$ cat src/sv/msc_pkg.sv
`timescale 1ns / 1ps
// Shared types, constants and codes for the single-cycle MIPS subset core.
package msc_pkg;

   localparam int DMEM_WORDS = 128;
   localparam int DMEM_AW    = $clog2(DMEM_WORDS);
   localparam int REG_COUNT  = 32;
   localparam int REG_AW     = $clog2(REG_COUNT);

   localparam logic [31:0] DMEM_WORDS_U = 32'(DMEM_WORDS);
   localparam logic [32:0] DMEM_BYTES   = 33'(DMEM_WORDS * 4);

   localparam logic [31:0] PC_RESET        = 32'h0040_0000;
   localparam logic [31:0] DATA_BASE_RESET = 32'd268500992;

   localparam logic [REG_AW-1:0] LINK_REG = REG_AW'(31);

   // item kinds
   localparam logic [1:0] KIND_EXEC = 2'd0;
   localparam logic [1:0] KIND_DATA = 2'd1;
   localparam logic [1:0] KIND_REG  = 2'd2;

   // fault codes
   localparam logic [1:0] FAULT_NONE   = 2'd0;
   localparam logic [1:0] FAULT_OPCODE = 2'd1;
   localparam logic [1:0] FAULT_ADDR   = 2'd2;

   // opcodes
   localparam logic [5:0] OP_RTYPE = 6'b000000;
   localparam logic [5:0] OP_J     = 6'b000010;
   localparam logic [5:0] OP_JAL   = 6'b000011;
   localparam logic [5:0] OP_BEQ   = 6'b000100;
   localparam logic [5:0] OP_BNE   = 6'b000101;
   localparam logic [5:0] OP_ADDI  = 6'b001000;
   localparam logic [5:0] OP_LW    = 6'b100011;
   localparam logic [5:0] OP_SW    = 6'b101011;

   // R-type function codes
   localparam logic [5:0] FN_SLL = 6'b000000;
   localparam logic [5:0] FN_JR  = 6'b001000;
   localparam logic [5:0] FN_ADD = 6'b100000;
   localparam logic [5:0] FN_SUB = 6'b100010;
   localparam logic [5:0] FN_SLT = 6'b101010;

   typedef struct packed {
      logic [1:0]         kind;
      logic [31:0]        instruction;
      logic [DMEM_AW-1:0] word_index;
      logic [REG_AW-1:0]  reg_index;
      logic signed [31:0] preload_value;
   } req_item_type;

   typedef struct packed {
      logic [31:0]        next_pc;
      logic               reg_written;
      logic [REG_AW-1:0]  reg_dest;
      logic signed [31:0] reg_value;
      logic               mem_written;
      logic [DMEM_AW-1:0] mem_word;
      logic signed [31:0] mem_value;
      logic [1:0]         fault;
   } rsp_item_type;

   // decoded and executed item, before the load data is known
   typedef struct packed {
      logic [31:0]        next_pc;
      logic               commit_pc;
      logic               reg_we;
      logic [REG_AW-1:0]  reg_dest;
      logic [31:0]        reg_value;
      logic               is_load;
      logic               mem_we;
      logic [DMEM_AW-1:0] mem_word;
      logic [31:0]        mem_value;
      logic [1:0]         fault;
   } exec_type;

   typedef struct packed {
      logic              we;
      logic [REG_AW-1:0] addr;
      logic [31:0]       data;
   } rf_write_type;

   typedef struct packed {
      logic               we;
      logic [DMEM_AW-1:0] addr;
      logic [31:0]        data;
   } dm_access_type;

endpackage

$ cat src/sv/msc_regfile.sv
`timescale 1ns / 1ps
// Register file: two registered read ports with write bypass, plus a link register copy.
module msc_regfile import msc_pkg::*; (
   input  logic              clock,
   input  logic              reset,
   input  logic              rd_en,
   input  logic [REG_AW-1:0] rd_addr_a,
   input  logic [REG_AW-1:0] rd_addr_b,
   input  rf_write_type      wr,
   output logic [31:0]       rd_data_a,
   output logic [31:0]       rd_data_b,
   output logic [31:0]       link_data
);

   logic [31:0]          mem_ff [REG_COUNT];
   logic [REG_COUNT-1:0] valid_ff;
   logic [31:0]          rd_a_ff;
   logic [31:0]          rd_b_ff;
   logic [31:0]          link_ff;

   always_ff @(posedge clock) begin
      if (wr.we) begin
         mem_ff[wr.addr] <= wr.data;
      end
   end

   // unwritten entries read as zero
   always_ff @(posedge clock) begin
      if (reset) begin
         valid_ff <= '0;
      end else if (wr.we) begin
         valid_ff[wr.addr] <= 1'b1;
      end
   end

   always_ff @(posedge clock) begin
      if (rd_en) begin
         if (wr.we && wr.addr == rd_addr_a) begin
            rd_a_ff <= wr.data;
         end else if (valid_ff[rd_addr_a]) begin
            rd_a_ff <= mem_ff[rd_addr_a];
         end else begin
            rd_a_ff <= '0;
         end
         if (wr.we && wr.addr == rd_addr_b) begin
            rd_b_ff <= wr.data;
         end else if (valid_ff[rd_addr_b]) begin
            rd_b_ff <= mem_ff[rd_addr_b];
         end else begin
            rd_b_ff <= '0;
         end
      end
   end

   always_ff @(posedge clock) begin
      if (reset) begin
         link_ff <= '0;
      end else if (wr.we && wr.addr == LINK_REG) begin
         link_ff <= wr.data;
      end
   end

   assign rd_data_a = rd_a_ff;
   assign rd_data_b = rd_b_ff;
   assign link_data = link_ff;

endmodule

$ cat config.mk
export PLATFORM = sky130hd
export DESIGN_NAME = msc_regfile
export DESIGN_NICKNAME = d
export VERILOG_FILES = /design/src/sv/msc_pkg.sv /design/src/sv/msc_regfile.sv
export SDC_FILE = /design/constraint.sdc
export NUM_CORES = 2
export LEC_CHECK = 0
export ABC_AREA = 0
export BUFFER_PORTS_ARGS = -buffer_cell sky130_fd_sc_hd__buf_2
export CAP_MARGIN = 30
export CORE_UTILIZATION = 57
export CTS_CLUSTER_SIZE = 24
export DETAILED_ROUTE_END_ITERATION = 10
export PLACE_DENSITY = 0.72
export SYNTH_ARGS = -nofsm -noshare
export SYNTH_HDL_FRONTEND = slang
export SYNTH_SLANG_ARGS = --single-unit
$ cat constraint.sdc
create_clock -name clock -period 3.3 [get_ports clock]
set_input_delay 0.495 -clock clock [delete_from_list [all_inputs] [get_ports clock]]
set_output_delay 0.495 -clock clock [all_outputs]
set_load 0.1 [all_outputs]
Word level (Yosys, flattened, before mapping)
Memories as Yosys holds them, arrays and structs flattened.
Cells that the tools add are included.
Widths: inputs -> output; s select.
- word-level logic and storage cells: 29
- memories: 1
- memory bits (writable): 1024
- input bits: 51
- output and inout bits: 96
- flip-flop bits (word level): 128
- memories (name ; words ; width ; rd ports ; clocked after memory_dff ; write ports ; line ; RTL):
    mem_ff ; 32 ; 32 ; 2 ; 0 ; 1 ; msc_regfile.sv:15 ; logic [31:0] mem_ff [REG_COUNT];
- magnitude comparators: 4
- reductions and logical operators: 4
- bitwise logic cells: 1
- equality and inequality tests: 3
- multiplexer cells: 12
- operators by type and width (cell ; number):
    $mux 32 ; 4
    $or 32x32->32 ; 1
    $lt 5x6->1 const B ; 3
    $bmux 1 s5 ; 2
    $eq 5x5->1 ; 2
    $demux 1 s5 ; 1
    $eq 5x5->1 const B ; 1
    $ge 5x1->1 const B ; 1
    $mux 1 ; 5
    $logic_and 1x1->1 ; 4

Logic depth before layout (Yosys ltp)
- word-level depth: 5
- depth in mapped cells: 10
- mapped depth without buffers: 5

Worst setup path after synthesis
No wires, ideal clock.
- path type: input port to flip-flop
- start point: input port wr[32] (netlist name)
- end point: memory mem_ff[28][0] (enable)
- buffers on the path: 2
- data required time: 2.877 ns
- arrival time: 2.695 ns
- setup slack: 0.182 ns
- stages: 4
- setup time: 0.423 ns
- path through: clkbuf_1 or3b_2 clkbuf_1 nor2_1
- RTL lines (element ; line ; RTL):
    from (decl) ; msc_regfile.sv:9 ; input rf_write_type wr,
    to (decl) ; msc_regfile.sv:15 ;
Straight into the memory's write port.

Worst setup path after layout
- start point: register valid_ff[12]
- end point: register rd_a_ff[18], in the netlist rd_data_a[18] (data pin)
- cells in the longest elaborated chain, start to end: 4
- ends and longest elaborated chain (element ; line ; RTL):
    from (decl) ; msc_regfile.sv:16 ; logic [REG_COUNT-1:0] valid_ff;
    from (signal assigned) ; msc_regfile.sv:30 ; valid_ff <= '0;
    from (signal, indexed assignment) ; msc_regfile.sv:32 ; valid_ff[wr.addr] <= 1'b1;
    $bmux 1 s5 ; msc_regfile.sv:40 ; end else if (valid_ff[rd_addr_a]) begin
    $mux 1 (not written as such) ; msc_regfile.sv:40 ;
    $mux 32 ; msc_regfile.sv:40 ;
    $mux 32 ; msc_regfile.sv:38 ; if (wr.we && wr.addr == rd_addr_a) begin
    to (signal assigned) ; msc_regfile.sv:39 ; rd_a_ff <= wr.data;
    to (signal assigned) ; msc_regfile.sv:41 ; rd_a_ff <= mem_ff[rd_addr_a];
    to (decl) ; msc_regfile.sv:17 ; logic [31:0] rd_a_ff;
No other way between the ends. The select of a mux whose other input is x is not followed.
A chain may end at the register's enable or synchronous reset.

==> run_results.csv <==
group,metric,value,unit
run_status,status,"completed",
die,die_h,304,microns
sta,setup_violations,0,
grt,top_usage_layer,"met2",
clocking,path_clk_slew,0.06,ns
flow_run,cap_violations,0,
grt,grt_pass1_vias,31000,
setup_path,cp_slowest_stage_delay,0.82,ns
setup_path,cp.arrival,3.16,ns
synthesis,ys_seq_elements,1152,
sta,fmax,368,MHz
setup_path,crit_path_end_kind,"flip-flop",
sta,worst_clock_skew,0.0226,ns
placed_design,place_congestion,0.845,
synthesis,yosys.cell_types.count,42,
setup_path,cp_top_family,"compound AO/OA/AOI/OAI gates",
synthesis,synth_edf_count,1088,
setup_path,crit_path_max_fanout,13,
setup_path,required,3.75,ns
sta,rsz0062_at_grt,"no",
route,drtIter0Drc,4533,
die,dieArea,92400,sq um
synthesis,synthFlopType,"edfxtp_1",
route,avgViaCountPerCell,7.29,
grt,antenna_found_initial,2,
clocking,numCtsBuffers,116,
grt,overflow,0,
grt,track_usage,33.4,%
setup_path,slowest_stage,"a41oi_4",
setup_path,startpoint_type,"flip-flop",
grt,grtUsageMet1,45.7,%
synthesis,async_flop_share,0,%
cells_and_area,layout-drive-gt1-share,36.4,%
sta,period_needed,2.72,ns
sta,setup-tns-final,0,ns
synthesis,yosysSeqAreaShare,65.3,%
sta,finalCritPeriodShare,82.3,%
synthesis,synthMostInstantiatedCell,"edfxtp_1",
placed_design,placed_cells,3941,
synthesis,netlist_area,52000,sq um
clocking,cts_hold_buf,0,
route,wirelength,152,mm
clocking,cts_resized,0,
clocking,numClockSinks,1152,
route,route.detailed.wl_per_inst,36.5,microns
setup_path,path_buf_inv,1,
route,drt_pass1_iterations,5,
clocking,insertion_delay,0.71,ns
clocking,root_buffer,"clkbuf_16",
power,peakVddDrop,0.000483,V
synthesis,synth_top_cell_area_share,62.9,%
power,power_density,558,nW/um^2
sta,worst_pin_slew,1.10,ns
sta,slew_violations,0,
worst_hold_path,hp-class,"in2reg",
setup_path,crit_path_cell_trace,"mux4_2 > a22oi_1 > a21oi_1 > a41oi_4 > buf_4 > o31ai_1",
route,drcViolationCount,0,
clocking,clock_path_buffers,3,
grt,grt_pass1_wl,219,mm
sta,hold_slack,0.0746,ns
grt,grt_max_degree,134,
synthesis,synth.net_count,2746,
route,vias,30300,
synthesis,ys_top_cells_by_area,"edfxtp_1, mux4_2, dfxtp_1, nand2_1, a22oi_1",
power,leakagePower,0.0190,uW
sta,hold_viol,0,
die,rows,110,
route,antenna_left,0,
clocking,htreeDepth,3,
synthesis,netlist.top_cell.by_area,"edfxtp_1",
grt,grt_util_met3,6.18,%
cells_and_area,fin_nets,2934,
placed_design,placement.io_buffers,146,
clocking,post_cts.repair.setup_buffers,0,
die,core_area,90100,sq um
synthesis,yosysWarnings,0,
die,io_pins,147,
power,total_power,33000,uW
placed_design,dp_hpwl,84.9,mm
synthesis,synth_area_per_cell,19.3,sq um
die,initial_core_util,57.6,%
synthesis,ys_top_cells_by_count,"edfxtp_1, mux4_2, nand2_1",
clocking,cts_tree,"built",
synthesis,synth_cells,2695,
die,die_width,304,microns
grt,grt.met2_usage,53.1,%
cells_and_area,area_growth,13.7,%
setup_path,worstSetupPathType,"reg2reg",
sta,slew_headroom,26.7,%
cells_and_area,fin_cells,4161,
cells by family after synthesis:
| group | count (synthesis) | synth area share [%] |
|---|---|---|
| AO/OA/AOI/OAI | 279 | 3.60 |
| multiplexers | 626 | 25.7 |
| flip-flops | 1152 | 65.3 |
| AND/OR/NAND/NOR | 407 | 3.34 |
| XOR/XNOR | 10 | 0.169 |
| buffers and inverters | 221 | 1.89 |
layout by cell type (no fill, tap or decap), types with 10 or more instances in the layout:
master     count
edfxtp_1    1088
bufinv_16     15
clkbuf_1      20
mux2i_1       60
nand2_1      193
o31ai_1       38
mux4_2       565
buf_4        105
nor2_1        69
o21a_1        10
clkinv_1      21
a221oi_1      12
or2_2         11
a22oi_1       95
clkbuf_16    123
clkinv_2      22
nand3_1       68
a21oi_1       76
o21ai_0       31
dfxtp_1       64
buf_12        38
nor2_4        32
buf_2        138
final timing paths:
| path | start | to | slack [ns] | depth (start not counted) |
|---|---|---|---|---|
| max reg2reg | valid_ff[12] | rd_data_a[18] | 0.58 | 6 |
| min reg2reg | link_data[3] | link_data[3] | 0.45 | 2 |
| min | reset | valid_ff[23] | 0.07 | 2 |
| max | valid_ff[12] | rd_data_a[18] | 0.58 | 6 |
per-stage QoR:
stage	worst slack (ns)	utilization (%)	area, sq um
finish	0.583	65.5	59100
global route	0.601	65.5	59100
CTS	0.645	65.5	59100
detailed placement	0.250	61.1	55100
global placement	0.239	61.1	55100
floorplan	0.182	-	52000
cell type report:
class	instances	area [sq um]
Antenna cell	2	5.00
Clock buffer	150	3250
Clock inverter	68	738
Fill cell	5859	31100
Inverter	4	18.8
Multi-Input combinational cell	1322	17300
Sequential cell	1152	34000
Tap cell	1176	1470
Timing Repair Buffer	287	2340
registers in the layout, indices dropped and copies added (netlist names):
| name | cells |
|---|---|
| valid_ff | 32 |
| mem_ff | 1024 |
| rd_data_a | 32 |
| rd_data_b | 32 |
| link_data | 32 |
where the power goes:
part           total, uW  internal [uW]  switching, uW
clock              13700           8090           5580
sequential         16300          16200            113
combinational       2950           1090           1860
total              33000          25400           7550
worst register-to-register path, stage by stage (launching register included):
cell	delay, ns
dfxtp_1	0.34
mux4_2	0.47
a22oi_1	0.23
a21oi_1	0.14
a41oi_4	0.82
buf_4	0.36
o31ai_1	0.12
per-layer routing:
layer	share of wire, %	up-vias
li1	-	11800
met1	35	15900
met2	48	2166
met3	11	422
met4	5.2	2
met5	0.043	-
(Power assumes the default switching activity.)
