### config.mk
export PLATFORM = sky130hd
export DESIGN_NAME = msc_dmem
export DESIGN_NICKNAME = d
export VERILOG_FILES = /design/src/sv/msc_pkg.sv /design/src/sv/msc_dmem.sv
export SDC_FILE = /design/constraint.sdc
export NUM_CORES = 2
export LEC_CHECK = 0
export BUFFER_PORTS_ARGS = -buffer_cell sky130_fd_sc_hd__buf_4
export CORE_ASPECT_RATIO = 0.5
export CORE_MARGIN = 3
export CORE_UTILIZATION = 45
export CTS_CLUSTER_DIAMETER = 50
export DETAILED_ROUTE_END_ITERATION = 16
export GPL_TIMING_DRIVEN = 0
export HOLD_SLACK_MARGIN = 0.08
export PLACE_DENSITY_LB_ADDON = 0.3
export SLEW_MARGIN = 15
export SYNTH_ARGS = -nofsm -noshare
export SYNTH_HDL_FRONTEND = slang
export SYNTH_SLANG_ARGS = --single-unit
### constraint.sdc
create_clock -name clock -period 3.97 [get_ports clock]
set_input_delay 0.397 -clock clock [delete_from_list [all_inputs] [get_ports clock]]
set_output_delay 0.397 -clock clock [all_outputs]
set_load 0.02 [all_outputs]
### src/sv/msc_pkg.sv
`timescale 1ns / 1ps
// Shared types, constants and codes for the single-cycle MIPS subset core.
package msc_pkg;

   localparam int DMEM_WORDS = 128;
   localparam int DMEM_AW    = $clog2(DMEM_WORDS);
   localparam int REG_COUNT  = 32;
   localparam int REG_AW     = $clog2(REG_COUNT);

   localparam logic [31:0] DMEM_WORDS_U = 32'(DMEM_WORDS);
   localparam logic [32:0] DMEM_BYTES   = 33'(DMEM_WORDS * 4);

   localparam logic [31:0] PC_RESET        = 32'h0040_0000;
   localparam logic [31:0] DATA_BASE_RESET = 32'd268500992;

   localparam logic [REG_AW-1:0] LINK_REG = REG_AW'(31);

   // item kinds
   localparam logic [1:0] KIND_EXEC = 2'd0;
   localparam logic [1:0] KIND_DATA = 2'd1;
   localparam logic [1:0] KIND_REG  = 2'd2;

   // fault codes
   localparam logic [1:0] FAULT_NONE   = 2'd0;
   localparam logic [1:0] FAULT_OPCODE = 2'd1;
   localparam logic [1:0] FAULT_ADDR   = 2'd2;

   // opcodes
   localparam logic [5:0] OP_RTYPE = 6'b000000;
   localparam logic [5:0] OP_J     = 6'b000010;
   localparam logic [5:0] OP_JAL   = 6'b000011;
   localparam logic [5:0] OP_BEQ   = 6'b000100;
   localparam logic [5:0] OP_BNE   = 6'b000101;
   localparam logic [5:0] OP_ADDI  = 6'b001000;
   localparam logic [5:0] OP_LW    = 6'b100011;
   localparam logic [5:0] OP_SW    = 6'b101011;

   // R-type function codes
   localparam logic [5:0] FN_SLL = 6'b000000;
   localparam logic [5:0] FN_JR  = 6'b001000;
   localparam logic [5:0] FN_ADD = 6'b100000;
   localparam logic [5:0] FN_SUB = 6'b100010;
   localparam logic [5:0] FN_SLT = 6'b101010;

   typedef struct packed {
      logic [1:0]         kind;
      logic [31:0]        instruction;
      logic [DMEM_AW-1:0] word_index;
      logic [REG_AW-1:0]  reg_index;
      logic signed [31:0] preload_value;
   } req_item_type;

   typedef struct packed {
      logic [31:0]        next_pc;
      logic               reg_written;
      logic [REG_AW-1:0]  reg_dest;
      logic signed [31:0] reg_value;
      logic               mem_written;
      logic [DMEM_AW-1:0] mem_word;
      logic signed [31:0] mem_value;
      logic [1:0]         fault;
   } rsp_item_type;

   // decoded and executed item, before the load data is known
   typedef struct packed {
      logic [31:0]        next_pc;
      logic               commit_pc;
      logic               reg_we;
      logic [REG_AW-1:0]  reg_dest;
      logic [31:0]        reg_value;
      logic               is_load;
      logic               mem_we;
      logic [DMEM_AW-1:0] mem_word;
      logic [31:0]        mem_value;
      logic [1:0]         fault;
   } exec_type;

   typedef struct packed {
      logic              we;
      logic [REG_AW-1:0] addr;
      logic [31:0]       data;
   } rf_write_type;

   typedef struct packed {
      logic               we;
      logic [DMEM_AW-1:0] addr;
      logic [31:0]        data;
   } dm_access_type;

endpackage

### src/sv/msc_dmem.sv
`timescale 1ns / 1ps
// Data memory: one access port, registered read data, per-word valid bits.
module msc_dmem import msc_pkg::*; (
   input  logic          clock,
   input  logic          reset,
   input  logic          en,
   input  dm_access_type acc,
   output logic [31:0]   rd_data
);

   logic [31:0]           mem_ff [DMEM_WORDS];
   logic [DMEM_WORDS-1:0] valid_ff;
   logic [31:0]           rd_ff;

   always_ff @(posedge clock) begin
      if (en) begin
         if (acc.we) begin
            mem_ff[acc.addr] <= acc.data;
         end
         if (valid_ff[acc.addr]) begin
            rd_ff <= mem_ff[acc.addr];
         end else begin
            rd_ff <= '0;
         end
      end
   end

   always_ff @(posedge clock) begin
      if (reset) begin
         valid_ff <= '0;
      end else if (en && acc.we) begin
         valid_ff[acc.addr] <= 1'b1;
      end
   end

   assign rd_data = rd_ff;

endmodule

# Word level (Yosys, flattened, before mapping)
# Memory sizes are Yosys's and may differ from the RTL's. A register that Yosys moved wholly into a read port is not among the register bits.
# Index checks and enable logic that the tools add are counted.
[totals]
latchBits = 0
out_inout_bits = 32
memories = 1
register_bits = 128
wordCells = 15
in_bits = 43
romBits = 0
ram_bits = 4096
[memory_table]
columns = ["memory", "depth", "word_bits", "rd", "rd_ports_with_merged_regs", "write_ports", "line", "rtl"]
rows = [
  ["mem_ff", 128, 32, 1, 1, 1, "msc_dmem.sv:11", "logic [31:0] mem_ff [DMEM_WORDS];"],
]
[classes]
eq_ne = 0
reduce_logical = 3
n_bitwise = 1
n_shift = 0
n_lt_le_gt_ge = 2
div = 0
mul = 0
n_mux = 7
n_addsub = 0
[op_table]
columns = ["cell", "n"]
rows = [
  ["$or 128x128->128", 1],
  ["$lt 7x8->1 const B", 1],
  ["$bmux 1 s7", 1],
  ["$demux 1 s7", 1],
  ["$ge 7x1->1 const B", 1],
  ["$mux 1", 5],
  ["$logic_and 1x1->1", 2],
  ["$logic_not 1->1", 1],
]

# Depth between registers and ports, before layout
[logic_depth]
ltp_word = 5
ltp_mapped = 12
mapped_depth_nobuf = 6

# Worst setup path before layout
# OpenSTA, ideal clock, no wires.
[synth_path]
kind = "input to register"
start = "in acc[32] in the netlist's numbering"
end = "mem mem_ff[113][0] (enable)"
path_buffers = 7
cell_stages = 9
required_time_ns = 3.547
arrival_ns = 3.119
setup_ns = 0.423
path_slack_ns = 0.428
cell_sequence = "buf_6 -> buf_12 -> buf_6 -> buf_6 -> buf_6 -> buf_2 -> nand2_1 -> clkbuf_1 -> nor2_1"
[synth_lines]
columns = ["item", "line", "rtl"]
rows = [
  ["start, declared", "msc_dmem.sv:7", "input dm_access_type acc,"],
  ["end, declared", "msc_dmem.sv:11", ""],
]
# No word-level cell before the write port.

# Worst setup path after layout
[layout_path]
start = "in acc[34] in the netlist's numbering"
end = "reg rd_ff[10], in the netlist rd_data[10] (read register of mem_ff) (data pin)"
[layout_via]
elab_chain_len = 3
[layout_rtl]
columns = ["item", "line", "rtl"]
rows = [
  ["$bmux 1 s7", "msc_dmem.sv:20", "if (valid_ff[acc.addr]) begin"],
  ["$mux 1 (not written as such)", "msc_dmem.sv:20", ""],
  ["$logic_not 1->1 (no source line)", "-", ""],
  ["end, declared", "msc_dmem.sv:13", "logic [31:0] rd_ff;"],
]
# Several ways; a longest one is shown, not always the timed one. The select of a mux whose other input is x is not followed.
# A chain may end at the register's enable or synchronous reset.

==> results.md <==
- Status: finished, violations left
- Failing checks: negative setup slack
- Total congestion overflow after global routing: 0
- Final design area excluding fillers: 0.1876 mm^2
- RSZ-0062 raised after global routing: true
- Die height: 430.7 um
- Area growth syn-to-layout: 15.55%
- Async set-reset flop share out of synthesis: 0
- Number of distinct standard cells referenced by the synthesized netlist: 46
- Clock transition at the register clock pins on the worst setup and hold paths after CTS: 60 ps
- HPWL Detailed: 293100 um
- Slew headroom: 0.1530
- MaxCap Viol Count: 0
- Initial standard-cell utilization of the core: 0.4534
- Initial antenna violation count: 29
- Area after detailed placement: 0.1747 mm^2
- Netlist area before placement: 0.1623 mm^2
- Crit end category: flip-flop
- Total track usage: 0.2327
- Via count of the first global-routing pass: 76970
- CTS sink cnt: 4256
- Area of the die: 0.3684 mm^2
- Insertion delay of the later-clocked pin in the worst-skew pair: 910 ps
- Post-route DRC: 0
- Std-Cell Rows: 155
- Leakage power summed over all cells: 0.05885 uW
- Kind of launch point of the worst setup path: input pin
- Root buf cell: sky130_fd_sc_hd__clkbuf_16
- Final min period: 4135 ps
- Fraction of layout instances using a drive strength above 1: 0.2816
- Final non-filler cell total: 12910
- Required arrival time at the worst endpoint: 4570 ps
- Maximum number of pins on one net before global-route repair: 129
- Worst-case vdd ir drop: 0.3869 mV
- Maximum operating frequency: 241.8 MHz
- Post-Route Skew: 30.31 ps
- Number of nets in the final layout: 7850
- Routed length per instance: 33.59 um
- Top post-synthesis cells by area: sky130_fd_sc_hd__edfxtp_1, sky130_fd_sc_hd__mux4_2, sky130_fd_sc_hd__mux2i_1, sky130_fd_sc_hd__dfxtp_1, sky130_fd_sc_hd__o22ai_1
- Router iterations before antenna repair: 8
- Number of max-slew violations in the final report: 0
- Average instance area after synthesis: 22.77 um^2
- Maximum fanout count along the critical path: 10
- Utilization of the core after routing: 0.5240
- Final setup viols: 16
- Most common cell in the netlist: sky130_fd_sc_hd__edfxtp_1
- Setup tns final: -939.4 ps
- CTS tree: built
- Yosys reg bits: 4256
- First DRT Iteration DRCs: 11990
- Cell breakdown of the critical path: buf_4 > buf_4 > buf_4 > buf_4 > buf_4 > buf_2 > buf_2 > mux2i_1 > o22ai_1 > o31ai_2 > nor4_2
- Endpoints failing hold: 0
- Global-route wire length before repair: 605500 um
- Boundary Pins: 75
- Number of CTS-inserted buffers: 382
- Count of antenna-violating nets left after detailed routing: 0
- Flip-flop cell with the highest count after synthesis: sky130_fd_sc_hd__edfxtp_1
- Final worst-path cycle share: 1.042
- Sequential area share after synthesis: 0.7794
- Number of synthesized flops with an enable pin: 4128
- Category of the most critical setup path: in2reg
- Final GP Congestion: 0.9428
- Synth warn: 0
- Buffers from clock root to sink, at most: 4
- Vias after detailed routing: 79230
- Number of instances in the placed design: 12180
- Net Count, Synth: 7172
- Number of standard cells after synthesis: 7129
- Total Wirelength: 433500 um
- Classification of the worst-slack hold path: in2reg
- Min setup slack post-route: -164.9 ps
- H-tree depth: 5
- Ratio of routed vias to standard cells: 6.138
- Dominant cell type by area after synthesis: sky130_fd_sc_hd__edfxtp_1
- Most instantiated cells after synthesis: sky130_fd_sc_hd__edfxtp_1, sky130_fd_sc_hd__mux4_2, sky130_fd_sc_hd__mux2i_1
- Critical Path Max Stage Delay: 760 ps
- Total power per unit cell area: 486.1 mW/mm^2
- Die extent in x: 855.4 um
- Number of buffers inserted by post-CTS setup repair: 0
- Slew at the pin closest to its max-slew limit: 1271 ps
- Critical path's slowest cell: sky130_fd_sc_hd__o31ai_2
- Synth top area share: 0.7636
- Total of buffers placed on input and output ports: 73
- Most frequent cell on the critical path: sky130_fd_sc_hd__buf_4
- Area of the core: 0.3580 mm^2
- Arrival time worst endpoint: 4740 ps
==> registers in the layout (all words and copies together), names as in the netlist <==
| register | cells |
|---|---|
| rd_data | 32 |
| valid_ff | 128 |
| mem_ff | 4096 |
==> layer usage <==
layer,vias up,track usage,part of all wire
met4,2,0.07484,0.036
met5,-,0,0.000030
li1,31610,-,-
met2,4257,0.3444,0.45
met3,660,0.05195,0.11
met1,42700,0.3472,0.41
==> cells by family (layout without fill, tap and decap cells) <==
group                  count (synthesis)  after routing  synth area share
muxes                               1576           1576            0.1772
buffers and inverters                401           1380           0.01312
DFF                                 4256           4256            0.7794
AOI/OAI and AO/OA                    350            350           0.01449
and+or+nand+nor                      546            546           0.01581
other                                  0             11                 0
==> repair_timing <==
item	in CTS	in global routing
endpoints found under the hold margin	1551	38
hold buffers	26	1
endpoints found under the setup margin	171	18
resized for setup	46	16
==> report_power, final <==
| part | total, uW | switching (uW) | internal [uW] |
|---|---|---|---|
| Combinational | 5080 | 3370 | 1710 |
| Clock | 36700 | 16200 | 20500 |
| Sequential | 49400 | 30.0 | 49300 |
| Total | 91200 | 19600 | 71600 |
==> worst max-delay path: cells and delay by family <==
kind / cells / cell delay [ps]
buffers and inverters: 7 / 2590
AO/OA/AOI/OAI: 2 / 1020
multiplexers: 1 / 400
AND/OR/NAND/NOR: 1 / 210
==> final timing paths <==
check	startpoint	end	slack [ps]	cells after the start
worst max-delay path	acc[34]	rd_data[10]	-160	11
worst min-delay path	acc[6]	mem_ff[87][6]	60	1
worst max register to register	valid_ff[107]	rd_data[1]	860	7
worst min register to register	valid_ff[74]	valid_ff[74]	470	2
==> through the flow <==
| step | total power, uW | hold WS [ps] | setup WS [ps] |
|---|---|---|---|
| 2_1_floorplan | 52770 | 431.6 | 428.4 |
| 3_3_place_gp | 55080 | 444.1 | -2726 |
| 3_5_place_dp | 55300 | 453.9 | -1707 |
| 4_1_cts | 91480 | 111.1 | 6.083 |
| 5_1_grt | 93440 | 102.4 | -8.868 |
| 6_report | 91180 | 60.29 | -164.9 |
==> cell usage in the layout (no fill, tap or decap), types with 128 or more instances in the layout <==
cell type,Yosys,layout
sky130_fd_sc_hd__edfxtp_1,4128,4128
sky130_fd_sc_hd__mux4_2,1035,1035
sky130_fd_sc_hd__mux2i_1,533,532
sky130_fd_sc_hd__clkbuf_16,0,392
sky130_fd_sc_hd__o22ai_1,255,253
sky130_fd_sc_hd__clkbuf_1,188,241
sky130_fd_sc_hd__nor2_1,357,229
sky130_fd_sc_hd__buf_4,100,143
sky130_fd_sc_hd__nor2_4,0,128
sky130_fd_sc_hd__dfxtp_1,128,128
==> cell type report <==
class / count / area (um^2)
diodes: 11 / 27.53
plain buffers: 397 / 2156
clock buffers: 471 / 10140
clock inverters: 214 / 2013
fillers: 27310 / 170400
inverters: 3 / 11.26
multi-input cells: 2472 / 35160
flip-flops and latches: 4256 / 126500
well taps: 4788 / 5991
repair buffers: 295 / 5565
No activity file was read; power rests on OpenSTA's default activity.
